## src/rtl/core/lifo_rm_pkg.sv

```systemverilog
// Shared types and constants for the LIFO stack with value removal.
package lifo_rm_pkg;

    localparam int unsigned CAP_W       = 7;
    localparam int unsigned WORD_W      = 32;
    localparam int unsigned OP_W        = 2;
    localparam int unsigned STATUS_W    = 2;
    localparam int unsigned IN_TDATA_W  = 32;
    localparam int unsigned IN_TUSER_W  = 2;
    localparam int unsigned OUT_TDATA_W = 72;
    localparam int unsigned OUT_TUSER_W = 2;
    localparam logic [CAP_W-1:0] CAP_RESET = 7'd64;

    typedef enum logic [OP_W-1:0] {
        OP_PUSH   = 2'd0,
        OP_POP    = 2'd1,
        OP_REMOVE = 2'd2,
        OP_NOP    = 2'd3
    } op_t;

    typedef enum logic [STATUS_W-1:0] {
        STAT_OK        = 2'd0,
        STAT_OVERFLOW  = 2'd1,
        STAT_UNDERFLOW = 2'd2,
        STAT_NOT_FOUND = 2'd3
    } status_t;

    typedef enum logic [2:0] {
        ST_IDLE,
        ST_POP_WAIT,
        ST_SRCH_RD,
        ST_SRCH_CMP,
        ST_SHIFT_RD,
        ST_SHIFT_WR,
        ST_READ_TOP,
        ST_TOP_WAIT
    } state_t;

endpackage

```

## src/rtl/core/lifo_stack_with_value_removal_core.sv

```systemverilog
// Bounded LIFO stack of signed words with push, pop and remove-by-value.
//
// One item at a time: s_tready is high only while the sequencer is idle. Every
// operation ends with a read of the new top entry from the stack memory, which
// has one write port and one registered read port; no top entry is read when
// the stack is empty afterwards. A remove reads and compares the entries from
// the top down to the match (all entries when absent), then moves each entry
// above the match down one place with a read and a write, since compare and
// move both go through the single read port. If the output register still
// holds an earlier result, the finished item waits and the input stays closed
// until m_tready frees it. A finished item waits in the output register while
// the next item is accepted. Entries are not cleared at reset; only entries
// below the count are ever used. The capacity register limits pushes to
// min(capacity, DEPTH).
module lifo_stack_with_value_removal_core #(
    parameter int unsigned DEPTH = 64
) (
    input  logic                                 clk,
    input  logic                                 rst_n,
    input  logic                                 s_tvalid,
    output logic                                 s_tready,
    // [31:0] value
    input  logic [lifo_rm_pkg::IN_TDATA_W-1:0]   s_tdata,
    // [1:0] operation
    input  logic [lifo_rm_pkg::IN_TUSER_W-1:0]   s_tuser,
    output logic                                 m_tvalid,
    input  logic                                 m_tready,
    // [31:0] popped_value, [63:32] top_value, [70:64] entry_count, [71] is_empty
    output logic [lifo_rm_pkg::OUT_TDATA_W-1:0]  m_tdata,
    // [1:0] status
    output logic [lifo_rm_pkg::OUT_TUSER_W-1:0]  m_tuser,
    input  logic                                 cfg_wen,
    input  logic [lifo_rm_pkg::CAP_W-1:0]        cfg_wdata
);
    import lifo_rm_pkg::*;

    localparam int unsigned AW = $clog2(DEPTH);
    localparam int unsigned CW = $clog2(DEPTH + 1);
    localparam int unsigned EW = CW + CAP_W;

    logic [WORD_W-1:0] mem [DEPTH];

    state_t            state_reg, state_next;
    logic              fin_reg, fin_next;
    logic [CW-1:0]     count_reg, count_next;
    logic [CW-1:0]     ptr_reg, ptr_next;
    logic [WORD_W-1:0] value_reg, value_next;
    logic [WORD_W-1:0] popped_reg, popped_next;
    logic [WORD_W-1:0] top_reg, top_next;
    status_t           status_reg, status_next;
    logic [CAP_W-1:0]  capacity_reg;

    logic                   m_tvalid_reg, m_tvalid_next;
    logic [OUT_TDATA_W-1:0] out_data_reg;
    logic [OUT_TUSER_W-1:0] out_user_reg;
    logic                   out_load;

    logic              mem_we;
    logic [AW-1:0]     mem_wa;
    logic [AW-1:0]     mem_ra;
    logic [WORD_W-1:0] mem_wd;
    logic [WORD_W-1:0] rd_data_reg;

    logic [CW-1:0] cnt_dec;
    logic [CW-1:0] cnt_inc;
    logic [CW-1:0] ptr_dec;
    logic [CW-1:0] ptr_inc;
    logic [EW-1:0] cnt_e;
    logic          full;

    assign cnt_dec = count_reg - CW'(1);
    assign cnt_inc = count_reg + CW'(1);
    assign ptr_dec = ptr_reg - CW'(1);
    assign ptr_inc = ptr_reg + CW'(1);
    assign cnt_e   = EW'(count_reg);
    assign full    = (cnt_e >= EW'(capacity_reg)) || (cnt_e >= EW'(DEPTH));

    assign s_tready = (state_reg == ST_IDLE) && !fin_reg;
    assign m_tvalid = m_tvalid_reg;
    assign m_tdata  = out_data_reg;
    assign m_tuser  = out_user_reg;

    always_comb
    begin
        state_next    = state_reg;
        fin_next      = fin_reg;
        count_next    = count_reg;
        ptr_next      = ptr_reg;
        value_next    = value_reg;
        popped_next   = popped_reg;
        top_next      = top_reg;
        status_next   = status_reg;
        mem_we        = 1'b0;
        mem_wa        = count_reg[AW-1:0];
        mem_wd        = s_tdata;
        mem_ra        = cnt_dec[AW-1:0];
        out_load      = 1'b0;
        m_tvalid_next = m_tvalid_reg && !m_tready;

        if (fin_reg)
        begin
            // hold the result until the output register is free
            if (!m_tvalid_reg || m_tready)
            begin
                out_load      = 1'b1;
                m_tvalid_next = 1'b1;
                fin_next      = 1'b0;
            end
        end
        else
        begin
            case (state_reg)
                ST_IDLE:
                begin
                    if (s_tvalid)
                    begin
                        value_next  = s_tdata;
                        popped_next = '0;
                        status_next = STAT_OK;
                        state_next  = ST_READ_TOP;
                        case (op_t'(s_tuser))
                            OP_PUSH:
                            begin
                                if (full)
                                begin
                                    status_next = STAT_OVERFLOW;
                                end
                                else
                                begin
                                    mem_we     = 1'b1;
                                    count_next = cnt_inc;
                                end
                            end
                            OP_POP:
                            begin
                                if (count_reg == '0)
                                begin
                                    status_next = STAT_UNDERFLOW;
                                end
                                else
                                begin
                                    state_next = ST_POP_WAIT;
                                end
                            end
                            OP_REMOVE:
                            begin
                                ptr_next   = count_reg;
                                state_next = ST_SRCH_RD;
                            end
                            default:
                            begin
                                state_next = ST_READ_TOP;
                            end
                        endcase
                    end
                end
                ST_POP_WAIT:
                begin
                    popped_next = rd_data_reg;
                    count_next  = cnt_dec;
                    state_next  = ST_READ_TOP;
                end
                ST_SRCH_RD:
                begin
                    // walk down from the top, one entry per read
                    if (ptr_reg == '0)
                    begin
                        status_next = STAT_NOT_FOUND;
                        state_next  = ST_READ_TOP;
                    end
                    else
                    begin
                        mem_ra     = ptr_dec[AW-1:0];
                        ptr_next   = ptr_dec;
                        state_next = ST_SRCH_CMP;
                    end
                end
                ST_SRCH_CMP:
                begin
                    if (rd_data_reg == value_reg)
                    begin
                        state_next = ST_SHIFT_RD;
                    end
                    else
                    begin
                        state_next = ST_SRCH_RD;
                    end
                end
                ST_SHIFT_RD:
                begin
                    // close the gap: move each entry above the match down one place
                    if (ptr_inc < count_reg)
                    begin
                        mem_ra     = ptr_inc[AW-1:0];
                        state_next = ST_SHIFT_WR;
                    end
                    else
                    begin
                        count_next = cnt_dec;
                        state_next = ST_READ_TOP;
                    end
                end
                ST_SHIFT_WR:
                begin
                    mem_we     = 1'b1;
                    mem_wa     = ptr_reg[AW-1:0];
                    mem_wd     = rd_data_reg;
                    ptr_next   = ptr_inc;
                    state_next = ST_SHIFT_RD;
                end
                ST_READ_TOP:
                begin
                    if (count_reg == '0)
                    begin
                        top_next   = '0;
                        fin_next   = 1'b1;
                        state_next = ST_IDLE;
                    end
                    else
                    begin
                        state_next = ST_TOP_WAIT;
                    end
                end
                ST_TOP_WAIT:
                begin
                    top_next   = rd_data_reg;
                    fin_next   = 1'b1;
                    state_next = ST_IDLE;
                end
                default:
                begin
                    state_next = ST_IDLE;
                end
            endcase
        end
    end

    always_ff @(posedge clk or negedge rst_n)
    begin
        if (!rst_n)
        begin
            state_reg    <= ST_IDLE;
            fin_reg      <= 1'b0;
            count_reg    <= '0;
            m_tvalid_reg <= 1'b0;
            capacity_reg <= CAP_RESET;
        end
        else
        begin
            state_reg    <= state_next;
            fin_reg      <= fin_next;
            count_reg    <= count_next;
            m_tvalid_reg <= m_tvalid_next;
            if (cfg_wen)
            begin
                capacity_reg <= cfg_wdata;
            end
        end
    end

    always_ff @(posedge clk)
    begin
        ptr_reg     <= ptr_next;
        value_reg   <= value_next;
        popped_reg  <= popped_next;
        top_reg     <= top_next;
        status_reg  <= status_next;
        if (out_load)
        begin
            out_data_reg <= {(count_reg == '0), cnt_e[CAP_W-1:0], top_reg, popped_reg};
            out_user_reg <= status_reg;
        end
    end

    // stack memory: one write port, one registered read port
    always_ff @(posedge clk)
    begin
        if (mem_we)
        begin
            mem[mem_wa] <= mem_wd;
        end
        rd_data_reg <= mem[mem_ra];
    end

`ifndef SYNTH
    assert_count_bound: assert property (@(posedge clk) disable iff (!rst_n)
        EW'(count_reg) <= EW'(DEPTH))
        else $error("stack count above depth");

    assert_write_state: assert property (@(posedge clk) disable iff (!rst_n)
        mem_we |-> (state_reg == ST_IDLE || state_reg == ST_SHIFT_WR))
        else $error("stack memory written outside push or shift");

    assert_shift_range: assert property (@(posedge clk) disable iff (!rst_n)
        (state_reg == ST_SHIFT_WR) |-> (ptr_inc < count_reg))
        else $error("shift beyond top of stack");

    assert_count_step: assert property (@(posedge clk) disable iff (!rst_n)
        !$stable(count_reg) |->
            (count_reg == $past(count_reg) + CW'(1) || count_reg + CW'(1) == $past(count_reg)))
        else $error("stack count moved by more than one");
`endif

endmodule

```

## config.mk

```make
export PLATFORM = sky130hd
export DESIGN_NAME = lifo_stack_with_value_removal_core
export DESIGN_NICKNAME = d
export VERILOG_FILES = /design/src/rtl/core/lifo_rm_pkg.sv /design/src/rtl/core/lifo_stack_with_value_removal_core.sv
export SDC_FILE = /design/constraint.sdc
export NUM_CORES = 2
export LEC_CHECK = 0
export ABC_AREA = 1
export BUFFER_PORTS_ARGS = -buffer_cell sky130_fd_sc_hd__buf_4
export CAP_MARGIN = 25
export CORE_MARGIN = 2
export CORE_UTILIZATION = 35
export CTS_BUF_LIST = sky130_fd_sc_hd__clkbuf_8 sky130_fd_sc_hd__clkbuf_16
export DETAILED_ROUTE_END_ITERATION = 12
export GPL_TIMING_DRIVEN = 0
export SYNTH_ARGS = -nofsm -noshare
export SYNTH_HDL_FRONTEND = slang
export SYNTH_SLANG_ARGS = --single-unit
```

## constraint.sdc

```tcl
create_clock -name clk -period 6.4 [get_ports clk]
set_input_delay 0.32 -clock clk [delete_from_list [all_inputs] [get_ports clk]]
set_output_delay 0.32 -clock clk [all_outputs]
set_load 0.05 [all_outputs]
```

## Word-level counts from Yosys, hierarchy flattened

Memory sizes are Yosys's and may differ from the RTL's. A register that Yosys moved wholly into a read port is not among the register bits.
Cells that the tools add are included.

- Add/sub/neg operators: 4
- Order comparisons: 3
- Equal/unequal tests: 18
- Muxes and demuxes: 50
- Bitwise gates (word level): 1
- Reductions and logical operators: 23

Operator list:

| kind | number |
|---|---|
| two-way mux 32 bit | 4 |
| case mux 32 bit (2 select lines) | 2 |
| two-way mux 7 bit | 7 |
| case mux 7 bit (3 select lines) | 2 |
| == test 32 bit | 1 |
| two-way mux 6 bit | 5 |
| case mux 3 bit (8 select lines) | 1 |
| two-way mux 3 bit | 5 |
| adder 7 x 1 -> 7 bit (second input constant) | 2 |
| zero test 7 bit | 2 |
| two-way mux 1 bit | 14 |
| subtractor 7 x 1 -> 7 bit (second input constant) | 2 |
| == test 3 bit (second input constant) | 4 |
| inequality test 2 bit (second input constant) | 6 |
| case mux 6 bit (2 select lines) | 1 |
| AND reduction 3 bit | 3 |
| two-way mux 2 bit | 4 |
| case mux 2 bit (2 select lines) | 2 |
| >= comparator 7 bit | 1 |
| >= comparator 7 bit (second input constant) | 1 |
| < comparator 7 bit | 1 |
| == test 3 x 2 -> 1 bit (second input constant) | 2 |
| case mux 3 bit (2 select lines) | 1 |
| AND reduction 6 bit | 1 |
| other kinds (16) | 25 |

- Register bits: 198
- Bits in writable memories: 2,048
- Input port bits: 46
- Logic and storage cells: 112
- Memories kept: 1

Memories:

| memory | words | width | rd ports | clocked after Yosys merged registers in | write ports | line | text |
|---|---|---|---|---|---|---|---|
| mem | 64 | 32 | 1 | 1 | 1 | lifo_stack_with_value_removal_core.sv:41 | `logic [WORD_W-1:0] mem [DEPTH];` |

## Logic depth before layout (Yosys ltp)

- Word-level depth: 9
- Depth in mapped cells: 25
- Mapped depth without buffers: 22

## Worst setup path after synthesis

Ideal clock, no wire load.

- Path kind: reg2reg
- Start point: register state_reg[0]
- End point: memory mem[0][27], data pin
- Setup time: 0.702 ns
- Arrival time: 4.096 ns
- Path slack: 1.602 ns
- Stages on the path, launching flop included: 10
- Path buffers: 3
- Cell sequence: dfrtp_1 inv_1 nor2_1 inv_1 nor2_2 nand2_1 clkbuf_1 clkbuf_1 clkbuf_1 o21ai_0

- Word-level cells in the longest chain between the ends: 3

RTL lines:

| item | line | text |
|---|---|---|
| start, declared | lifo_stack_with_value_removal_core.sv:43 | `state_t state_reg, state_next;` |
| start signal, assigned | lifo_stack_with_value_removal_core.sv:250 | `state_reg <= state_next;` |
| == test 3 bit | lifo_stack_with_value_removal_core.sv:112 | `case (state_reg)` |
| two-way mux 32 bit | lifo_stack_with_value_removal_core.sv:112 |  |
| two-way mux 32 bit | lifo_stack_with_value_removal_core.sv:100 | `if (fin_reg)` |
| via mem_wd[27] | lifo_stack_with_value_removal_core.sv:61 | `logic [WORD_W-1:0] mem_wd;` |
| end, declared | lifo_stack_with_value_removal_core.sv:41 |  |

The timed path passes the listed nets, and every way through them passes these cells.

## Final worst setup path

- Start point: register ptr_reg[0]
- End point: register rd_data_reg[11] (read register of mem)

- Word-level cells in the longest chain between the ends: 5
- Elaborated cells on any way between the ends: 8
- Those cells by class: 2 x add/sub; 1 x order compare; 4 x mux; 1 x reduce/logical

RTL lines:

| item | line | text |
|---|---|---|
| start, declared | lifo_stack_with_value_removal_core.sv:46 | `logic [CW-1:0] ptr_reg, ptr_next;` |
| start signal, assigned | lifo_stack_with_value_removal_core.sv:263 | `ptr_reg <= ptr_next;` |
| adder 7 x 1 -> 7 bit | lifo_stack_with_value_removal_core.sv:74 | `assign ptr_inc = ptr_reg + CW'(1);` |
| < comparator 7 bit | lifo_stack_with_value_removal_core.sv:192 | `if (ptr_inc < count_reg)` |
| two-way mux 6 bit | lifo_stack_with_value_removal_core.sv:192 |  |
| case mux 6 bit (2 select lines) * | lifo_stack_with_value_removal_core.sv:112 |  |
| two-way mux 6 bit * | lifo_stack_with_value_removal_core.sv:100 |  |
| end, declared | lifo_stack_with_value_removal_core.sv:62 | `logic [WORD_W-1:0] rd_data_reg;` |

Every way passes the cells marked *; elsewhere a longest branch is shown, timed or not.
A chain may end at the register's enable or synchronous reset.

==> flow_summary.ini <==
[cts]
cts_root_buffer = clkbuf_16
cts.repair.resized = 0
clock-sinks = 2278
cts.reportedPaths.clkPinSlew_ps = 70
cts-buffers-inserted = 230
tritoncts = yes
clkLatencyLatePin_ps = 940
cts-root-to-sink-buffers = 4
hold_buffers = 48
cts-htree-levels = 4
post-cts-setup-buffers = 0

[layout]
final_nets = 9382
final_design_instance_area_without_fill_um2 = 117000
areaGrowthSynthToFinish_pct = 17.6
finalCoreUtilization = 0.414
fillers = 26000
largest_register = mem
largest_register_ff_count = 2048
drive_gt1_frac = 0.123

[synth]
synth-warning-count = 0
leading_cell_type_by_number_of_instances_after_synthesis = edfxtp_1
synth_area_per_cell_um2 = 11.3
cell_count_after_synthesis = 8757
synth_common_cells = 2227 x edfxtp_1, 2197 x nand3_1, 1323 x nand2_1, 1237 x inv_1, 766 x nand3b_1
netlist_top_cells_area = edfxtp_1 67%, nand3_1 11%, nand3b_1 5.8%
async_flop_share = 0.00834
main_flop_type_after_synthesis = edfxtp_1
synth.distinct_cells = 41
synth_area_um2 = 99300
synth.net_count = 8825
synth-edff-count = 2227
synth.top_cell.area_share = 0.673
synth-seq-cells = 2278
synthDominantAreaCellType = edfxtp_1
synth.yosys.seq_area_share = 0.685

[timing]
maximum_clock_rate_ghz = 0.163
worstMarginPinSlew_ps = 1340
post-route-period-util = 0.956
grt_setup_unrepaired = false
timing.clock.skew_ps = 68.3
fin_tns_setup_ps = 0
finalWorstPathRequiredPeriod_ps = 6120
report.final.setup_viol = 0
finalMaxSlewViolations = 0
timing.final.hold_violations = 0
slew_headroom = 0.106

[global_route]
first_global_vias = 66100
largest_net_degree_at_the_start_of_global_routing = 37
grt_pass1_wl_um = 486000
gr-total-overflow = 0
grt_util_all_layers = 0.238
antenna_violations_before_repair = 17

[die]
boundaryPins = 122
chipWidth_um = 537
floorplan.die_area_um2 = 288000
coreArea_um2 = 282000
floorplan.die.height_um = 537
initial_core_util = 0.352
floorplan.rows = 195

[flow_run]
maxCapViolCount = 0

[worst_setup_path]
worstReg2RegStart = ptr_reg[0]
crit_path_end = rd_data_reg[11]
crit_path_start_kind = register
critical_path_cell_count = 22
setup.worst_path.end_class = register
critical_path.cell_chain = ha_1 > nand3_1 > xor2_1 > inv_1 > ha_1 > nand2_1 > nand2_1 > a21oi_1 > nand2_1 > nand2_1 > nand2_2 > nand2_1 > nand2_2 > inv_4 > buf_4 > buf_2 > nand3_1 > nand3_1 > nand3_1 > nand3_1 > nand3_1 > nand2_1
crit_path_top_delay_cell = nand3_1
timing.critical_path.from = ptr_reg[0]
worst_path_dominant_cell_family = simple AND/OR/NAND/NOR gates
critical_path_buf_inv_count = 4
timing.critical_path.arrival_ps = 6860
critical_path_class = reg -> reg
critical_path.max_fanout = 11
worst-endpoint-required_ps = 7140
reg2reg_setup_slack_ps = 280
worst_r2r_path_depth = 22
worst_path_largest_cell_delay_ps = 680
worstReg2RegEnd = rd_data_reg[11]

[detailed_routing]
detailed_router_iteration_count_before_antenna_repair = 8
antenna_violating_nets_left = 0
via_count = 70200
avgViaCountPerCell = 5.30
post-route-drc-count = 0
routed_wl_um = 351000
drtIter0Drc = 9639
drt-wirelength-per-cell_um = 26.5

[placement]
finalWeightedCongestion = 1.04
placed_cell_area_um2 = 109000
io_buffer_count = 121
detailedPlacementHpwl_um = 257000

[min_path]
hold_path_class = in -> reg

[run_status]
run_status = finished, final reports clean
## how the worst min path moves through the flow
stage / from / to / slack (ps) / cells past startpoint
finish: s_tdata[29] / value_reg[29] / 190 / 2
global route: s_tdata[29] / value_reg[29] / 170 / 2
CTS: s_tdata[7] / value_reg[7] / 120 / 2
detailed placement: rst_n / m_tvalid / 230 / 1
global placement: rst_n / m_tvalid / 220 / 1
floorplan: rst_n / capacity_reg[0] / 20 / 0
## kinds of logic (layout without fill, tap and decap cells)
| group | count (synthesis) | in the layout | synth area share |
|---|---|---|---|
| and+or+nand+nor | 4508 | 4508 | 0.229 |
| muxes | 1 | 1 | 0.000113 |
| adders and majority gates | 22 | 22 | 0.00277 |
| buffers and inverters | 1823 | 2564 | 0.0756 |
| DFF | 2278 | 2278 | 0.685 |
| AOI/OAI and AO/OA | 92 | 92 | 0.00519 |
| other | 0 | 12 | 0 |
| xor gates and xnor gates | 33 | 33 | 0.00291 |
## through the flow
stage	std cells	worst slack, ps	hold slack (ps)
floorplan	8757	1600	24.4
global route	13200	318	173
global placement	12600	-6570	221
detailed placement	12800	622	228
CTS	13200	552	122
finish	13300	280	189
## routing by layer
metal | vias to the layer above | share of wire | track usage
li1 | 31300 | - | -
met1 | 34300 | 0.39 | 0.314
met2 | 3874 | 0.45 | 0.379
met3 | 706 | 0.10 | 0.0426
met4 | 2 | 0.052 | 0.111
met5 | - | 0.000037 | 0
## final cells by class
| type | instances | area [µm²] | share of cell area |
|---|---|---|---|
| clock inverters | 184 | 1470 | 0.0126 |
| well taps | 3743 | 4680 | 0.0401 |
| flip-flops and latches | 2278 | 68000 | 0.582 |
| multi-input cells | 4656 | 24700 | 0.211 |
| plain buffers | 575 | 2820 | 0.0241 |
| inverters | 1248 | 4690 | 0.0402 |
| clock buffers | 232 | 5810 | 0.0497 |
| repair buffers | 325 | 4600 | 0.0394 |
| diodes | 12 | 30.0 | 0.000257 |
## layout by cell type, fill, tap and decap left out, types with 22 or more instances in the layout
master         synthesis  routed
nor2_1               156      91
clkinv_2               0      42
nor2_4                 0      65
buf_16                 0      24
dfxtp_1               32      32
buf_4                 31     152
clkbuf_1             110     110
buf_12                 0     116
bufinv_16              0      22
o21ai_0               59      27
clkbuf_16              0     232
nand3_1             2197    2197
nand2_1             1323    1323
o21ai_4                0      32
clkinv_1               5      51
buf_1                 30      30
edfxtp_1            2227    2227
nand3b_1             766     766
inv_1               1237    1289
buf_2                398     398
dlygate4sd3_1          0      48
ha_1                  22      22
Power is left out: the tool's default activity adds up to more than one toggle a clock period on the data nets, which glitch-free logic cannot reach.
